`src/msblit_pkg.sv`:
```
// ----------------------------------------------------------------------------
// Masked sprite blit package
// Sizes, register indexes, reset values and the pipeline word type.
// ----------------------------------------------------------------------------
package msblit_pkg;

    localparam int ADDR_BITS  = 20;
    localparam int COORD_BITS = 10;
    localparam int DIM_BITS   = 8;

    localparam int COLOR_BITS = 16;
    localparam int MASK_BITS  = 8;
    // Mask bit for column 0 sits at the top of the mask byte.
    localparam logic [2:0] BIT_SEL = 3'd7;

    localparam int CFG_IDX_BITS  = 3;
    localparam int CFG_DATA_BITS = (COORD_BITS > DIM_BITS) ? COORD_BITS : DIM_BITS;

    localparam logic [CFG_IDX_BITS-1:0] REG_DEST_X        = 3'd0;
    localparam logic [CFG_IDX_BITS-1:0] REG_DEST_Y        = 3'd1;
    localparam logic [CFG_IDX_BITS-1:0] REG_SPRITE_WIDTH  = 3'd2;
    localparam logic [CFG_IDX_BITS-1:0] REG_SPRITE_HEIGHT = 3'd3;
    localparam logic [CFG_IDX_BITS-1:0] REG_FRAME_WIDTH   = 3'd4;

    localparam logic [DIM_BITS-1:0]   SPRITE_WIDTH_RST  = DIM_BITS'(48);
    localparam logic [DIM_BITS-1:0]   SPRITE_HEIGHT_RST = DIM_BITS'(48);
    localparam logic [COORD_BITS-1:0] FRAME_WIDTH_RST   = COORD_BITS'(240);

    // Address arithmetic widths.
    localparam int ROWSUM_BITS = ((COORD_BITS > DIM_BITS) ? COORD_BITS : DIM_BITS) + 1;
    localparam int PROD_BITS   = ROWSUM_BITS + COORD_BITS;
    localparam int FULL_BITS   = PROD_BITS + 1;
    localparam int CMP_BITS    = (FULL_BITS > ADDR_BITS) ? FULL_BITS : ADDR_BITS + 1;

    // Stream word widths, rounded up to whole bytes.
    localparam int S_TDATA_BITS = ((COLOR_BITS + MASK_BITS + 7) / 8) * 8;
    localparam int M_FIELD_BITS = ADDR_BITS + COLOR_BITS;
    localparam int M_TDATA_BITS = ((M_FIELD_BITS + 7) / 8) * 8;
    localparam int M_TUSER_BITS = 8;

    // One pixel held between the input register and the result register.
    typedef struct packed {
        logic [COLOR_BITS-1:0] color;
        logic [MASK_BITS-1:0]  mask;
        logic [DIM_BITS-1:0]   col;
        logic [DIM_BITS-1:0]   row;
        logic                  last;
    } pix_item_t;

endpackage

```
`src/masked_sprite_blit_core.sv`:
```
// ----------------------------------------------------------------------------
// Masked sprite blit core
// Turns a row-major stream of sprite pixels with their mask bytes into
// frame-buffer write requests, one request per pixel.
// ----------------------------------------------------------------------------
//
//  Channel   Direction  Word contents (lowest bit first)
//  --------  ---------  -------------------------------------------------------
//  s_        in         tdata: pixel_color[15:0], mask_byte[23:16]
//  m_        out        tdata: write_address[19:0], write_data[35:20], zero pad
//                       tuser: write_enable[0], out_of_range[1], zero pad
//                       tlast: last_pixel
//  cfg_      in         write-only register port, index per register list
//
//  Each word passes through the input register and then the result register,
//  and a new word can be accepted in every cycle while the output is not
//  stalled; throughput is one word per clock. The row-times-frame-width
//  multiply and the address add sit between the two registers.
//  s_tready follows the result register: it drops only while both stages are
//  full and m_tready is low, so a stall never loses or repeats a word.
//  aresetn is synchronous and active low; it empties both stages, returns the
//  pixel position to the top-left corner and loads the register defaults.
//
module masked_sprite_blit_core
    import msblit_pkg::*;
(
    input  logic                     aclk,
    input  logic                     aresetn,

    // Configuration write port.
    input  logic                     cfg_wr_en,
    input  logic [CFG_IDX_BITS-1:0]  cfg_addr,
    input  logic [CFG_DATA_BITS-1:0] cfg_wdata,

    // Pixel input stream.
    input  logic                     s_tvalid,
    output logic                     s_tready,
    input  logic [S_TDATA_BITS-1:0]  s_tdata,   // pixel_color, mask_byte

    // Write request stream.
    output logic                     m_tvalid,
    input  logic                     m_tready,
    output logic [M_TDATA_BITS-1:0]  m_tdata,   // write_address, write_data
    output logic [M_TUSER_BITS-1:0]  m_tuser,   // write_enable, out_of_range
    output logic                     m_tlast    // last_pixel
);

    // ------------------------------------------------------------------
    // Configuration registers
    // ------------------------------------------------------------------
    logic [COORD_BITS-1:0] dest_x_reg;
    logic [COORD_BITS-1:0] dest_y_reg;
    logic [DIM_BITS-1:0]   sprite_width_reg;
    logic [DIM_BITS-1:0]   sprite_height_reg;
    logic [COORD_BITS-1:0] frame_width_reg;

    always_ff @(posedge aclk) begin
        if (!aresetn) begin
            dest_x_reg        <= '0;
            dest_y_reg        <= '0;
            sprite_width_reg  <= SPRITE_WIDTH_RST;
            sprite_height_reg <= SPRITE_HEIGHT_RST;
            frame_width_reg   <= FRAME_WIDTH_RST;
        end else if (cfg_wr_en) begin
            unique case (cfg_addr)
                REG_DEST_X:        dest_x_reg        <= cfg_wdata[COORD_BITS-1:0];
                REG_DEST_Y:        dest_y_reg        <= cfg_wdata[COORD_BITS-1:0];
                REG_SPRITE_WIDTH:  sprite_width_reg  <= cfg_wdata[DIM_BITS-1:0];
                REG_SPRITE_HEIGHT: sprite_height_reg <= cfg_wdata[DIM_BITS-1:0];
                REG_FRAME_WIDTH:   frame_width_reg   <= cfg_wdata[COORD_BITS-1:0];
                default: ;  // Indexes past the register list are ignored.
            endcase
        end
    end

    // ------------------------------------------------------------------
    // Flow control
    // ------------------------------------------------------------------
    // The result register can load when it is empty or its word is being
    // taken; the input register can load when it is empty or moving on.
    logic       in_valid_reg;
    logic       out_valid_reg;
    logic       out_load;
    logic       in_load;

    assign out_load = !out_valid_reg || m_tready;
    assign s_tready = !in_valid_reg || out_load;
    assign in_load  = s_tvalid && s_tready;

    // ------------------------------------------------------------------
    // Pixel position counters
    // ------------------------------------------------------------------
    // A width or height of zero stands for the full counter range. A counter
    // at or beyond the last column or row counts as being on it, so a size
    // change in the middle of a sprite still wraps cleanly.
    logic [DIM_BITS-1:0] col_reg, col_next;
    logic [DIM_BITS-1:0] row_reg, row_next;
    logic [DIM_BITS:0]   eff_width;
    logic [DIM_BITS:0]   eff_height;
    logic                col_last;
    logic                row_last;

    assign eff_width  = (sprite_width_reg == '0)  ? ((DIM_BITS+1)'(1) << DIM_BITS)
                                                  : {1'b0, sprite_width_reg};
    assign eff_height = (sprite_height_reg == '0) ? ((DIM_BITS+1)'(1) << DIM_BITS)
                                                  : {1'b0, sprite_height_reg};
    assign col_last = ({1'b0, col_reg} + (DIM_BITS+1)'(1)) >= eff_width;
    assign row_last = ({1'b0, row_reg} + (DIM_BITS+1)'(1)) >= eff_height;

    always_comb begin
        col_next = col_reg;
        row_next = row_reg;
        if (in_load) begin
            if (col_last) begin
                col_next = '0;
                row_next = row_last ? '0 : row_reg + DIM_BITS'(1);
            end else begin
                col_next = col_reg + DIM_BITS'(1);
            end
        end
    end

    // ------------------------------------------------------------------
    // Input register: the pixel together with its position
    // ------------------------------------------------------------------
    pix_item_t in_item_reg;
    pix_item_t in_item_next;

    always_comb begin
        in_item_next.color = s_tdata[COLOR_BITS-1:0];
        in_item_next.mask  = s_tdata[COLOR_BITS +: MASK_BITS];
        in_item_next.col   = col_reg;
        in_item_next.row   = row_reg;
        in_item_next.last  = col_last && row_last;
    end

    always_ff @(posedge aclk) begin
        if (!aresetn) begin
            in_valid_reg <= 1'b0;
            col_reg      <= '0;
            row_reg      <= '0;
        end else begin
            col_reg <= col_next;
            row_reg <= row_next;
            if (s_tready) begin
                in_valid_reg <= s_tvalid;
            end
        end
    end

    always_ff @(posedge aclk) begin
        if (in_load) begin
            in_item_reg <= in_item_next;
        end
    end

    // ------------------------------------------------------------------
    // Address and mask evaluation
    // ------------------------------------------------------------------
    // address = (dest_y + row) * frame_width + dest_x + col. Anything that
    // does not fit in the address width suppresses the write and reads as
    // address zero.
    logic [ROWSUM_BITS-1:0] row_sum;
    logic [ROWSUM_BITS-1:0] col_sum;
    logic [PROD_BITS-1:0]   row_base;
    logic [CMP_BITS-1:0]    full_addr;
    logic                   addr_oor;
    logic                   mask_bit;
    logic [ADDR_BITS-1:0]   addr_out;

    assign row_sum   = ROWSUM_BITS'(dest_y_reg) + ROWSUM_BITS'(in_item_reg.row);
    assign col_sum   = ROWSUM_BITS'(dest_x_reg) + ROWSUM_BITS'(in_item_reg.col);
    assign row_base  = PROD_BITS'(row_sum) * PROD_BITS'(frame_width_reg);
    assign full_addr = CMP_BITS'(row_base) + CMP_BITS'(col_sum);
    assign addr_oor  = full_addr >= (CMP_BITS'(1) << ADDR_BITS);
    assign addr_out  = addr_oor ? '0 : full_addr[ADDR_BITS-1:0];
    // Column 0 of each group of eight takes the top bit of the mask byte.
    assign mask_bit  = in_item_reg.mask[BIT_SEL - in_item_reg.col[2:0]];

    // ------------------------------------------------------------------
    // Result register
    // ------------------------------------------------------------------
    logic [M_TDATA_BITS-1:0] out_data_reg;
    logic [M_TUSER_BITS-1:0] out_user_reg;
    logic                    out_last_reg;

    always_ff @(posedge aclk) begin
        if (!aresetn) begin
            out_valid_reg <= 1'b0;
        end else if (out_load) begin
            out_valid_reg <= in_valid_reg;
        end
    end

    always_ff @(posedge aclk) begin
        if (out_load && in_valid_reg) begin
            out_data_reg <= M_TDATA_BITS'({in_item_reg.color, addr_out});
            out_user_reg <= M_TUSER_BITS'({addr_oor, mask_bit && !addr_oor});
            out_last_reg <= in_item_reg.last;
        end
    end

    assign m_tvalid = out_valid_reg;
    assign m_tdata  = out_data_reg;
    assign m_tuser  = out_user_reg;
    assign m_tlast  = out_last_reg;

endmodule

```
`config.mk`:
```
export PLATFORM = sky130hd
export DESIGN_NAME = masked_sprite_blit_core
export DESIGN_NICKNAME = d
export VERILOG_FILES = /design/src/msblit_pkg.sv /design/src/masked_sprite_blit_core.sv
export SDC_FILE = /design/constraint.sdc
export NUM_CORES = 1
export LEC_CHECK = 0
export ABC_AREA = 1
export BUFFER_PORTS_ARGS = -buffer_cell sky130_fd_sc_hd__buf_2
export CAP_MARGIN = 5
export CORE_ASPECT_RATIO = 0.5
export CORE_MARGIN = 2
export CORE_UTILIZATION = 40
export DETAILED_ROUTE_END_ITERATION = 8
export HOLD_SLACK_MARGIN = 0.08
export PLACE_DENSITY = 0.54
export SYNTH_ARGS = -nofsm -noshare
export SYNTH_HDL_FRONTEND = slang
export SYNTH_SLANG_ARGS = --single-unit
```
`constraint.sdc`:
```
create_clock -name aclk -period 8.4 [get_ports aclk]
set_input_delay 0.84 -clock aclk [delete_from_list [all_inputs] [get_ports aclk]]
set_output_delay 0.84 -clock aclk [all_outputs]
set_load 0.02 [all_outputs]
```
# ---- Word-level counts from Yosys, hierarchy flattened
# Cells that the tools add are included.
dict set report op_classes {
  order_cmp 4
  mul 1
  mux 6
  n_eq_ne 4
  n_reduce_logical 18
  add_sub_neg 8
}
# op count
set ops {}
lappend ops {{adder 10 x 8 -> 11 bit} 2}
lappend ops {{adder 21 x 11 -> 22 bit} 1}
lappend ops {{>= comparator 22 x 21 -> 1 bit, second input constant} 1}
lappend ops {{multiplier 11 x 10 -> 21 bit} 1}
lappend ops {{adder 8 x 1 -> 9 bit, second input constant} 2}
lappend ops {{>= comparator 9 bit} 2}
lappend ops {{2-to-1 mux 9 bit} 2}
lappend ops {{adder 8 x 1 -> 8 bit, second input constant} 2}
lappend ops {{logical NOT 8 bit} 2}
lappend ops {{2-to-1 mux 8 bit} 2}
lappend ops {{AND reduction 2 bit} 6}
lappend ops {{== test 3 x 2 -> 1 bit, second input constant} 2}
lappend ops {{logical AND 1 bit} 4}
lappend ops {{< comparator 3 x 4 -> 1 bit, second input constant} 1}
lappend ops {{binary-select mux 1 bit (select 3 bit)} 1}
lappend ops {{== test 3 x 1 -> 1 bit, second input constant} 1}
lappend ops {{== test 3 bit, second input constant} 1}
lappend ops {{logical NOT 1 bit} 3}
lappend ops {{logical NOT 3 bit} 1}
lappend ops {{subtractor 3 bit, first input constant} 1}
lappend ops {{logical OR 1 bit} 2}
lappend ops {{2-to-1 mux 1 bit} 1}
dict set report totals {
  inputBits 42
  ff_bits 144
  output_inout_bits 51
}

# ---- Depth between registers and ports, before layout
# Gate-level depths: netlist of run 1.
dict set report depth {
  word_depth 6
  ltp_mapped 33
  ltp_nobuf 32
}

# ---- Worst setup path after synthesis of run 1
# Ideal clock, no wire load.
dict set report synth_timing {
  kind {flip-flop to flip-flop}
  start {reg dest_y_reg[0]}
  end {reg out_data_reg[5] (netlist: m_tdata[5]) (data pin)}
  synth_period_minus_slack_ps 6016
  path_stages_with_launch 30
  setup_time_ps 256
  required_time_ps 8144
  n_path_buf 1
  setup_slack_ps 2384
  arrival_time_ps 5760
  cell_sequence {dfxtp_1 -> ha_1 -> inv_1 -> fa_1 -> nand3b_1 -> nand2_1 -> nand4_1 -> nand3_1 -> xor2_2 -> or2_2 -> fa_1 -> inv_1 -> fa_1 -> fa_1 -> fa_1 -> inv_1 -> fa_1 -> inv_1 -> ha_1 -> nand2_2 -> inv_1 -> a21oi_2 -> nand3_2 -> nand2_2 -> nand2_1 -> nand2_1 -> nand2_2 -> nand2_4 -> buf_6 -> nor2_2}
}
dict set report synth_between {
  elab_chain_cells 4
}
# element line_no
set synth_lines {}
lappend synth_lines {{from (decl)} masked_sprite_blit_core.sv:52} ;# logic [COORD_BITS-1:0] dest_y_reg;
lappend synth_lines {{from (signal assigned)} masked_sprite_blit_core.sv:67} ;# REG_DEST_Y: dest_y_reg <= cfg_wdata[COORD_BITS-1:0];
lappend synth_lines {{adder 10 x 8 -> 11 bit *} masked_sprite_blit_core.sv:171} ;# assign row_sum = ROWSUM_BITS'(dest_y_reg) + ROWSUM_BITS'(in_item_reg.row);
lappend synth_lines {{multiplier 11 x 10 -> 21 bit *} masked_sprite_blit_core.sv:173} ;# assign row_base = PROD_BITS'(row_sum) * PROD_BITS'(frame_width_reg);
lappend synth_lines {{adder 21 x 11 -> 22 bit *} masked_sprite_blit_core.sv:174} ;# assign full_addr = CMP_BITS'(row_base) + CMP_BITS'(col_sum);
lappend synth_lines {{>= comparator 22 x 21 -> 1 bit} masked_sprite_blit_core.sv:175} ;# assign addr_oor = full_addr >= (CMP_BITS'(1) << ADDR_BITS);
lappend synth_lines {{to (signal assigned)} masked_sprite_blit_core.sv:197} ;# out_data_reg <= M_TDATA_BITS'({in_item_reg.color, addr_out});
lappend synth_lines {{to (decl)} masked_sprite_blit_core.sv:183} ;# logic [M_TDATA_BITS-1:0] out_data_reg;
# Every way passes the cells marked *; elsewhere a longest branch is shown, timed or not.
# A chain may end at the register's enable or synchronous reset.

# ---- Final worst setup path of run 1
dict set report layout_timing {
  start {reg dest_y_reg[0]}
  end {reg out_data_reg[0] (netlist: m_tdata[0]) (data pin)}
}
# Same word-level chain as after synthesis.

==> metrics.md, run 1 <==
| Metric | Value |
|---|---|
| Outcome | finished, final reports clean |
| Cell mode on critical path | fa_1 |
| Post-DP HPWL | 20,100 µm |
| Ports | 93 |
| Total routed wirelength | 25,600 µm |
| Worst slew pin tran | 0.878 ns |
| Clock root buffer | clkbuf_16 |
| Seq pwr share | 27.5% |
| Largest net degree at the start of global routing | 55 |
| Nature of the critical path endpoint | flop |
| Mapped Cells | 1,214 |
| Clk_lat worst skew | 0.45 ns |
| CTS tree | built |
| Num CTS Buffers | 17 |
| FF-to-FF Start | dest_y_reg[0] |
| Post-synthesis to final-layout area growth | 12.4% |
| Starting density of the core | 40.4% |
| Critical path data arrival time | 6.71 ns |
| Critical path peak fanout | 22 |
| Switching share of power | 41.7% |
| Critical path's largest stage delay | 0.54 ns |
| WS Path Type | reg -> reg |
| Delay-heaviest family, CP | adder cells |
| Setup Skew | 0.0158 ns |
| Int Power | 1.90 mW |
| Port Buffers | 82 |
| Chip width | 234 µm |
| Yosys Warn Count | 0 |
| Total Routing Usage GR | 19.7% |
| Register area share after synthesis | 34.7% |
| First-pass GRT wire length | 41,800 µm |
| Final Hold Fails | 0 |
| Placer Congestion | 0.865 |
| Largest area contributor in the netlist | edfxtp_1 |
| Comb pwr share | 49.2% |
| Max Slew Vio Count | 0 |
| Synth Flop Type | edfxtp_1 |
| Hold-fix buffers at CTS | 0 |
| Max_slew headroom | 41.5% |
| CP startpoint kind | flop |
| Bufs and invs on worst path | 5 |
| Worst path slowest cell | fa_1 |
| Resized cells post-CTS | 0 |
| Worst hold path class | reg -> reg |
| Largest register FFs | 41 |
| MaxCap Viol Count | 0 |
| Post-layout min period | 6.53 ns |
| Fill cells | 2,605 |
| Vias in the first global route | 8,007 |
| Power per cell area | 273 nW/µm² |
| Clock buffer depth | 2 |
| Layout cells sized above 1 | 12.4% |
| Synth cell types | 41 |
| H-tree Lvls | 4 |
| RSZ-0062 raised after global routing | false |
| Post-synth EDFFs | 80 |
| VDD IR max | 0.143 mV |
| Initial antenna violation count | 0 |
| Post-DRT Antenna Nets | 0 |
| Fin nets | 1,518 |
| Global route overflow | 0 |
| Post-CTS Setup Bufs | 0 |
| CP required | 8.58 ns |
| Wire per inst | 15.4 µm |
| # clock sinks | 144 |
| Die area | 27,900 µm² |
| Final cycle utilization of the critical path | 77.8% |
| ANT cells | 0 |
| FF+latch count, synth | 144 |
| Switch Pwr | 1.36 mW |
| Leakage power | 5.95 nW |
| Netlist Area Pre-Place | 10,600 µm² |
| Hold path cells | 0 |
| Setup-failing EPs final | 0 |
| TNS Setup | 0 ns |
| Via count | 7,874 |
| Final Hold Slack | 0.415 ns |
| Fmax achieved | 0.153 GHz |
| Worst R2R Path Depth | 28 |
| Critical hold path startpoint | in_item_reg[36] |
| Core region area | 26,300 µm² |
| Avg Inst Size Synth | 8.74 µm² |
| Vias per cell | 4.74 |
| First-pass DRT Iterations | 5 |
| CTS clk-pin slew, worst paths | 0.06 ns |
| Reg2reg end | m_tdata[0] |
| Register-to-Register Setup Slack | 1.87 ns |
| Clock power frac | 23.3% |
| Post-synth top area share | 22.6% |
| DRC Markers | 0 |
| Largest cells by area after synthesis | edfxtp_1 (23%), fa_1 (17%), dfxtp_1 (12%) |
| DR iter-0 viols | 333 |
| Post-synth ARST share | 0% |
| Height of the die | 119 µm |
| Worst Hold Endpoint | m_tdata[31] |
| Cell Rows | 42 |
synthesized netlist by cell type, types with 3 or more instances:
master,instances
inv_1,235
nand2_1,199
nor2_1,165
fa_1,91
ha_1,89
edfxtp_1,80
dfxtp_1,64
o21ai_0,57
a21oi_1,49
nand3_1,35
nor2_2,19
xor2_1,19
clkbuf_1,17
buf_4,10
nand4_1,10
nor3_1,10
nand3b_1,8
nand2_2,7
o211ai_1,6
or2_2,5
a21oi_2,3
clkinv_1,3
nand3_2,3
nor2_4,3
xor2_2,3
power groups by stage:
| stage | Clock [mW] | Combinational [mW] | Sequential, mW |
|---|---|---|---|
| CTS | 0.780 | 1.63 | 0.896 |
| global route | 0.807 | 1.87 | 0.903 |
| global placement | 0 | 1.61 | 0.909 |
| floorplan | 0 | 1.22 | 0.947 |
| finish | 0.760 | 1.60 | 0.895 |
| detailed placement | 0 | 1.62 | 0.911 |
layer usage:
layer  track usage, %  share of wire (%)  wire length [µm]  vias up
met5                0                  0                 0        -
met4             5.42                1.8               464        0
met3             4.17                5.6              1430       33
met2             30.2                 43             11000      191
met1             28.0                 50             12700     3710
li1                 -                  -                 -     3940
logic make-up after synthesis:
family,count (synthesis),share of synthesized area (%)
AO/OA/AOI/OAI,125,6.35
XOR/XNOR,24,2.19
adder cells (fa/ha/maj),180,27.7
buffers and inverters,271,10.1
flip-flops,144,34.7
other,1,0.0353
AND/OR/NAND/NOR,469,19.0
cell type report:
type,instances,area [µm²],area share (%)
clock buffer,20,437,3.66
multi-input combinational,808,5900,49.5
inverter,240,901,7.55
clock inverter,12,133,1.11
tap,352,440,3.69
timing repair buffer,85,433,3.63
sequential,144,3680,30.9
through the flow:
step	worst slack [ns]	power, mW	area [µm²]	std cells	util [%]
CTS	1.82	3.31	11900	1661	45.4
floorplan	2.38	2.17	10600	1223	-
global route	1.32	3.58	11900	1661	45.4
detailed placement	1.83	2.53	11400	1629	43.2
global placement	1.92	2.52	11400	1629	43.2
finish	1.87	3.26	11900	1661	45.4
worst max-delay path by stage:
stage | startpoint | to | slack [ns] | cells past startpoint
2_1_floorplan | dest_y_reg[0] | m_tdata[5] | 2.38 | 29
3_3_place_gp | dest_y_reg[0] | m_tdata[0] | 1.92 | 28
3_5_place_dp | dest_y_reg[0] | m_tdata[0] | 1.83 | 28
4_1_cts | dest_y_reg[0] | m_tdata[0] | 1.82 | 28
5_1_grt | dest_y_reg[0] | m_tdata[0] | 1.32 | 26
6_report | dest_y_reg[0] | m_tdata[0] | 1.87 | 28
cell usage in the layout, fill, tap and decap left out, types with 4 or more instances in the layout:
cell       count
nor2_1       165
edfxtp_1      80
fa_1          91
clkbuf_16     17
clkinv_1       4
conb_1        10
nand2_2        7
o211ai_1       6
xor2_1        19
nand2_1      199
or2_2          5
buf_2         82
nor2_2        19
o21ai_0       57
nor3_1        10
a21oi_1       48
nand3b_1       8
nand4_1       10
ha_1          89
inv_1        234
dfxtp_1       64
nand3_1       35
(Power assumes the default switching activity.)
==> inputs of run 2 (changes only) <==
--- a/config.mk
+++ b/config.mk
@@ -5,7 +5,7 @@
 export SDC_FILE = /design/constraint.sdc
 export NUM_CORES = 1
 export LEC_CHECK = 0
-export ABC_AREA = 1
+export ABC_AREA = 0
 export BUFFER_PORTS_ARGS = -buffer_cell sky130_fd_sc_hd__buf_2
 export CAP_MARGIN = 5
 export CORE_ASPECT_RATIO = 0.5
@@ -13,7 +13,7 @@
 export CORE_UTILIZATION = 40
 export DETAILED_ROUTE_END_ITERATION = 8
 export HOLD_SLACK_MARGIN = 0.08
-export PLACE_DENSITY = 0.54
+export PLACE_DENSITY = 0.57
 export SYNTH_ARGS = -nofsm -noshare
 export SYNTH_HDL_FRONTEND = slang
 export SYNTH_SLANG_ARGS = --single-unit
==> constraint.sdc (replaced) <==
create_clock -name aclk -period 5.7 [get_ports aclk]
set_input_delay 0.57 -clock aclk [delete_from_list [all_inputs] [get_ports aclk]]
set_output_delay 0.57 -clock aclk [all_outputs]
set_load 0.02 [all_outputs]
==> run 2 against run 1 <==
The run now ends with setup timing left. Hold slack lost 0.11 ns. Combinational power shrank 24%. Register-to-register slack lost 3.2 ns. Design area grew 6.6%. Final cell count shrank 5.7%. Non-clock buffer count grew 109. Clock power grew 45%. Global-route usage shrank 1.9 points. Via count shrank 5.9%. Clock skew shrank 0.0049 ns. Sequential power grew 36%. Largest power group is now registers.
==> metrics.md, run 2 <==
| Metric | Value |
|---|---|
| Global route overflow | 0 |
| Worst hold path class | in -> reg |
| Register area share after synthesis | 35.6% |
| Nature of the critical path endpoint | flop |
| Utilization after layout | 50.2% |
| Post-synth top area share | 23.2% |
| Largest cells by area after synthesis | edfxtp_1 (23%), fa_1 (18%), dfxtp_1 (12%) |
| CP startpoint kind | flop |
| Setup slack after layout | -1.33 ns |
| Setup-failing EPs final | 22 |
| Clk_lat worst skew | 0.44 ns |
| Fmax achieved | 0.142 GHz |
| Core region area | 25,300 µm² |
| Count leader, synth | nand2_1 |
| Total Routing Usage GR | 17.8% |
| Most common cell after layout, fill and taps aside | nand2_1 |
| Commonest non-fill, non-tap cells in the layout | nand2_1 (159), inv_1 (132), buf_4 (105) |
| Final cycle utilization of the critical path | 123% |
| First-pass DRT Iterations | 4 |
| Outcome | finished, violations left |
| H-tree Lvls | 4 |
| Vias in the first global route | 7,566 |
| Post-synth EDFFs | 80 |
| Vias per cell | 4.73 |
| Failing checks | setup timing |
| Mapped Cells | 1,028 |
| Power per cell area | 278 nW/µm² |
| Cell Rows | 41 |
| RSZ-0062 raised after global routing | true |
| First-pass GRT wire length | 37,800 µm |
| Worst slew pin tran | 1.10 ns |
| CTS clk-pin slew, worst paths | 0.06 ns |
| WS Path Type | reg -> reg |
| CP required | 6.00 ns |
| Register-to-Register Setup Slack | -1.33 ns |
| Post-synthesis to final-layout area growth | 22.9% |
| Final non-filler cell total | 1,567 |
| # clock sinks | 144 |
| Die area | 27,300 µm² |
| Netlist Area Pre-Place | 10,400 µm² |
| DR iter-0 viols | 315 |
| Largest net degree at the start of global routing | 70 |
| Avg Inst Size Synth | 10.1 µm² |
| Layout cells sized above 1 | 22.6% |
| Worst R2R Path Depth | 26 |
| Ports | 93 |
| Clock root buffer | clkbuf_16 |
| Fin nets | 1,432 |
| Clock buffer depth | 2 |
| CTS tree | built |
| Post-layout min period | 7.03 ns |
| Via count | 7,411 |
| Starting density of the core | 40.9% |
| Yosys Warn Count | 0 |
| Largest register FFs | 41 |
| Critical path data arrival time | 7.33 ns |
| Synth cell types | 52 |
| Synth Flop Type | edfxtp_1 |
| Hold-fix buffers at CTS | 0 |
| Placed Cells incl. Taps | 1,519 |
| Total routed wirelength | 22,900 µm |
| Placer Congestion | 0.874 |
| Largest area contributor in the netlist | edfxtp_1 |
| Commonest cells in the netlist | nand2_1 (162), inv_1 (135), fa_1 (91) |
| Num CTS Buffers | 17 |
| MaxCap Viol Count | 0 |
| Port Buffers | 82 |
| Post-synth ARST share | 0% |
| Initial antenna violation count | 0 |
| Leakage power | 5.77 nW |
| DRC Markers | 0 |
| Post-DP HPWL | 17,500 µm |
| ANT cells | 0 |
| FF+latch count, synth | 144 |
| Max_slew headroom | 26.4% |
| Wire per inst | 14.6 µm |
| Hold path cells | 1 |
| VDD IR max | 0.230 mV |
| Setup Skew | 0.0109 ns |
| Post-DRT Antenna Nets | 0 |
| Critical path peak fanout | 8 |
| Height of the die | 118 µm |
| Final Hold Fails | 0 |
| Max Slew Vio Count | 0 |
| Chip width | 232 µm |
==> run 2: cell count changes in the layout (fill, tap and decap cells not counted), moves of 13 or more <==
cell      delta
a21boi_0    +37
a21oi_1     -28
and2_1      +48
and3_1      +14
buf_4      +102
inv_1      -102
nand2_1     -40
nand3_1     -13
nor2_1     -137
nor2_2      -13
nor2b_1     +20
o21ai_0     -45
xnor2_1     +15
==> run 2: logic make-up (layout without fill, tap and decap cells) <==
logic type	Yosys count	in the layout	share of synthesized area (%)
AND/OR/NAND/NOR	360	360	16.8
other	1	10	0.0362
flip-flops	144	144	35.6
adder cells (fa/ha/maj)	180	180	28.3
multiplexers	3	3	0.532
buffers and inverters	176	362	6.90
AO/OA/AOI/OAI	124	124	8.39
XOR/XNOR	40	40	3.46
==> run 2: what timing repair did <==
item	in CTS	in global routing
pin swaps	15	29
buffers inserted	7	8
setup endpoints to repair	22	22
gates cloned	1	0
gates resized for setup	21	32
==> run 2: where the power goes <==
part           switching [mW]  internal, mW  leakage [nW]
sequential             0.0242          1.19          1.29
clock                   0.461         0.641         0.284
combinational           0.641         0.583          4.19
total                    1.13          2.42          5.77
==> run 2: stage by stage <==
step	power, mW	setup WS [ns]	hold WS (ns)	cell area [µm²]	TNS (ns)
floorplan	1.96	-0.936	0.400	10500	-19.38
global placement	2.28	-1.14	0.401	11800	-24.58
detailed placement	2.30	-1.28	0.405	11800	-27.04
CTS	3.47	-1.20	0.282	12600	-25.84
global route	3.78	-1.56	0.279	12700	-33.80
finish	3.54	-1.33	0.308	12700	-28.38
==> run 2: layout make-up <==
class                   instances  area (µm²)
multi-input cells             717        6230
well taps                     344         430
inverters                     136         510
clock inverters                11         100
fillers                      2342       12600
flip-flops and latches        144        3680
clock buffers                  21         472
repair buffers                194        1290
==> run 2: final timing paths <==
| check | start | endpoint |
|---|---|---|
| hold / removal | s_tdata[17] | in_item_reg[18] |
| setup / recovery | in_item_reg[2] | m_tdata[4] |
| setup reg to reg | in_item_reg[2] | m_tdata[4] |
| hold reg to reg | in_item_reg[29] | m_tdata[24] |
==> run 2: routing by layer <==
layer	global-route usage [%]	wire (µm)	vias to the layer above
li1	-	-	3719
met5	0	0	-
met3	3.95	814	30
met4	6.29	496	0
met1	23.5	11100	3542
met2	28.7	10500	120
==> run 2: critical path, stage by stage, from the launching register on <==
cell	delay (ns)
edfxtp_1	0.40
ha_1	0.29
a21o_1	0.17
a21oi_2	0.15
nor2b_1	0.08
or4_4	0.56
a41oi_4	0.22
xor2_2	0.12
nand2b_4	0.16
fa_1	0.55
inv_2	0.04
fa_1	0.55
fa_2	0.46
fa_1	0.52
inv_1	0.05
fa_1	0.51
inv_2	0.05
ha_4	0.26
nand4_1	0.14
buf_4	0.19
o22ai_4	0.09
o211ai_1	0.16
a221oi_2	0.33
nor3_1	0.07
or3b_4	0.48
buf_6	0.18
nor2_1	0.09
==> inputs of run 3 (changes only) <==
--- a/config.mk
+++ b/config.mk
@@ -14,6 +14,7 @@
 export DETAILED_ROUTE_END_ITERATION = 8
 export HOLD_SLACK_MARGIN = 0.08
 export PLACE_DENSITY = 0.57
+export RECOVER_POWER = 100
 export SYNTH_ARGS = -nofsm -noshare
 export SYNTH_HDL_FRONTEND = slang
 export SYNTH_SLANG_ARGS = --single-unit
==> run 3 against run 2 <==
The flow finishes with violations (capacitance limit, slew limit, setup timing). First-iteration DRC count up 4.8%. Hold slack better by 0.00081 ns. Combinational power about the same. Largest power group unchanged. Final cell count unchanged. Critical path type unchanged. Non-clock buffer count is the same. Global-route usage did not move. Sequential power about the same. Via count shrank 0.15%. Clock power barely moved. Sequential cell count unchanged. Design area down 0.47%. Die area stayed put.
==> metrics.md, run 3 (synthesis gave the netlist of run 2 again) <==
| Metric | Value |
|---|---|
| Cell Rows | 41 |
| First-pass DRT Iterations | 4 |
| VDD IR max | 0.229 mV |
| Hold-fix buffers at CTS | 0 |
| CTS tree | built |
| Ports | 93 |
| Port Buffers | 82 |
| Nature of the critical path endpoint | flop |
| Worst hold path class | in -> reg |
| Post-synthesis to final-layout area growth | 22.3% |
| Placement Cell Area | 11,800 µm² |
| Global route overflow | 0 |
| Critical path peak fanout | 8 |
| DR iter-0 viols | 330 |
| Via count | 7,400 |
| Post-route cell area | 12,700 µm² |
| Placer Congestion | 0.874 |
| Core region area | 25,300 µm² |
| # clock sinks | 144 |
| Vias in the first global route | 7,566 |
| Max_slew headroom | -90.5% |
| CP required | 6.00 ns |
| Placed Cells incl. Taps | 1,519 |
| RSZ-0062 raised after global routing | true |
| Height of the die | 118 µm |
| Power per cell area | 279 nW/µm² |
| MaxCap Viol Count | 3 |
| DRC Markers | 0 |
| Layout cells sized above 1 | 19.0% |
| WS Path Type | reg -> reg |
| Chip width | 232 µm |
| Worst slew pin tran | 2.86 ns |
| Total Routing Usage GR | 17.8% |
| Fmax achieved | 0.142 GHz |
| First-pass GRT wire length | 37,800 µm |
| Failing checks | capacitance limit, slew limit, setup timing |
| Critical path data arrival time | 7.33 ns |
| Die area | 27,300 µm² |
| CTS clk-pin slew, worst paths | 0.06 ns |
| Total routed wirelength | 22,900 µm |
| Clk_lat worst skew | 0.44 ns |
| Final non-filler cell total | 1,567 |
| TNS Setup | -28.37 ns |
| Setup Skew | 0.0102 ns |
| Post-layout min period | 7.03 ns |
| Outcome | finished, violations left |
| Commonest non-fill, non-tap cells in the layout | nand2_1 (159), inv_1 (132), buf_4 (103) |
| Vias per cell | 4.72 |
| H-tree Lvls | 4 |
| Clock buffer depth | 2 |
| Post-DRT Antenna Nets | 0 |
| Fin nets | 1,432 |
| Largest net degree at the start of global routing | 70 |
| Num CTS Buffers | 17 |
| Max Slew Vio Count | 159 |
| Largest register FFs | 41 |
| Final Hold Fails | 0 |
| Setup-failing EPs final | 22 |
| Leakage power | 5.64 nW |
| CP startpoint kind | flop |
| Utilization after layout | 50.0% |
| Most common cell after layout, fill and taps aside | nand2_1 |
| Clock root buffer | clkbuf_16 |
| Register-to-Register Setup Slack | -1.33 ns |
| Setup slack after layout | -1.33 ns |
| Initial antenna violation count | 0 |
| Starting density of the core | 40.9% |
| Post-DP HPWL | 17,500 µm |
| Final cycle utilization of the critical path | 123% |
| Wire per inst | 14.6 µm |
| ANT cells | 0 |
## run 3: final timing paths
path,from,endpoint,depth (start not counted)
setup / recovery,in_item_reg[2],m_tdata[4],26
hold / removal,s_tdata[21],in_item_reg[22],1
setup reg to reg,in_item_reg[2],m_tdata[4],26
hold reg to reg,in_item_reg[29],m_tdata[24],0
## run 3: where the power goes
group          total [mW]  switching, mW  internal, mW
Combinational        1.21          0.640         0.574
Clock                1.10          0.460         0.641
Sequential           1.22         0.0252          1.19
Total                3.53           1.13          2.41
## run 3: stage by stage
step | power [mW] | setup slack, ns | hold WS (ns)
6_report | 3.53 | -1.33 | 0.309
2_1_floorplan | 1.96 | -0.936 | 0.400
3_3_place_gp | 2.28 | -1.14 | 0.401
5_1_grt | 3.77 | -1.56 | 0.279
4_1_cts | 3.47 | -1.20 | 0.282
3_5_place_dp | 2.30 | -1.28 | 0.405
## run 3: cell type report
cell class | instances | area, µm²
Tap cell | 344 | 430
Multi-Input combinational cell | 717 | 6230
Clock inverter | 11 | 100
Timing Repair Buffer | 194 | 1230
Fill cell | 2351 | 12700
Sequential cell | 144 | 3680
Clock buffer | 21 | 472
Inverter | 136 | 510
## run 3: worst max-delay path, cell delays in order (launching register included)
cell      delay [ns]
edfxtp_1        0.40
ha_1            0.29
a21o_1          0.17
a21oi_2         0.15
nor2b_1         0.08
or4_4           0.56
a41oi_4         0.22
xor2_2          0.12
nand2b_4        0.16
fa_1            0.55
inv_2           0.04
fa_1            0.55
fa_2            0.46
fa_1            0.52
inv_1           0.05
fa_1            0.51
inv_2           0.05
ha_4            0.26
nand4_1         0.14
buf_4           0.19
o22ai_4         0.09
o211ai_1        0.16
a221oi_2        0.33
nor3_1          0.07
or3b_4          0.48
buf_6           0.18
nor2_1          0.09
## run 3: metal layers
layer	track usage (%)	up-vias	wire length [µm]
li1	-	3720	-
met1	23.5	3530	11100
met2	28.7	122	10500
met3	3.95	28	828
met4	6.29	0	480
met5	0	-	0
## run 3: what timing repair did
action / CTS / global route
pin swaps: 15 / 29
buffers inserted: 7 / 8
endpoints found under the setup margin: 22 / 22
cloned: 1 / 0
gates resized for setup: 21 / 32
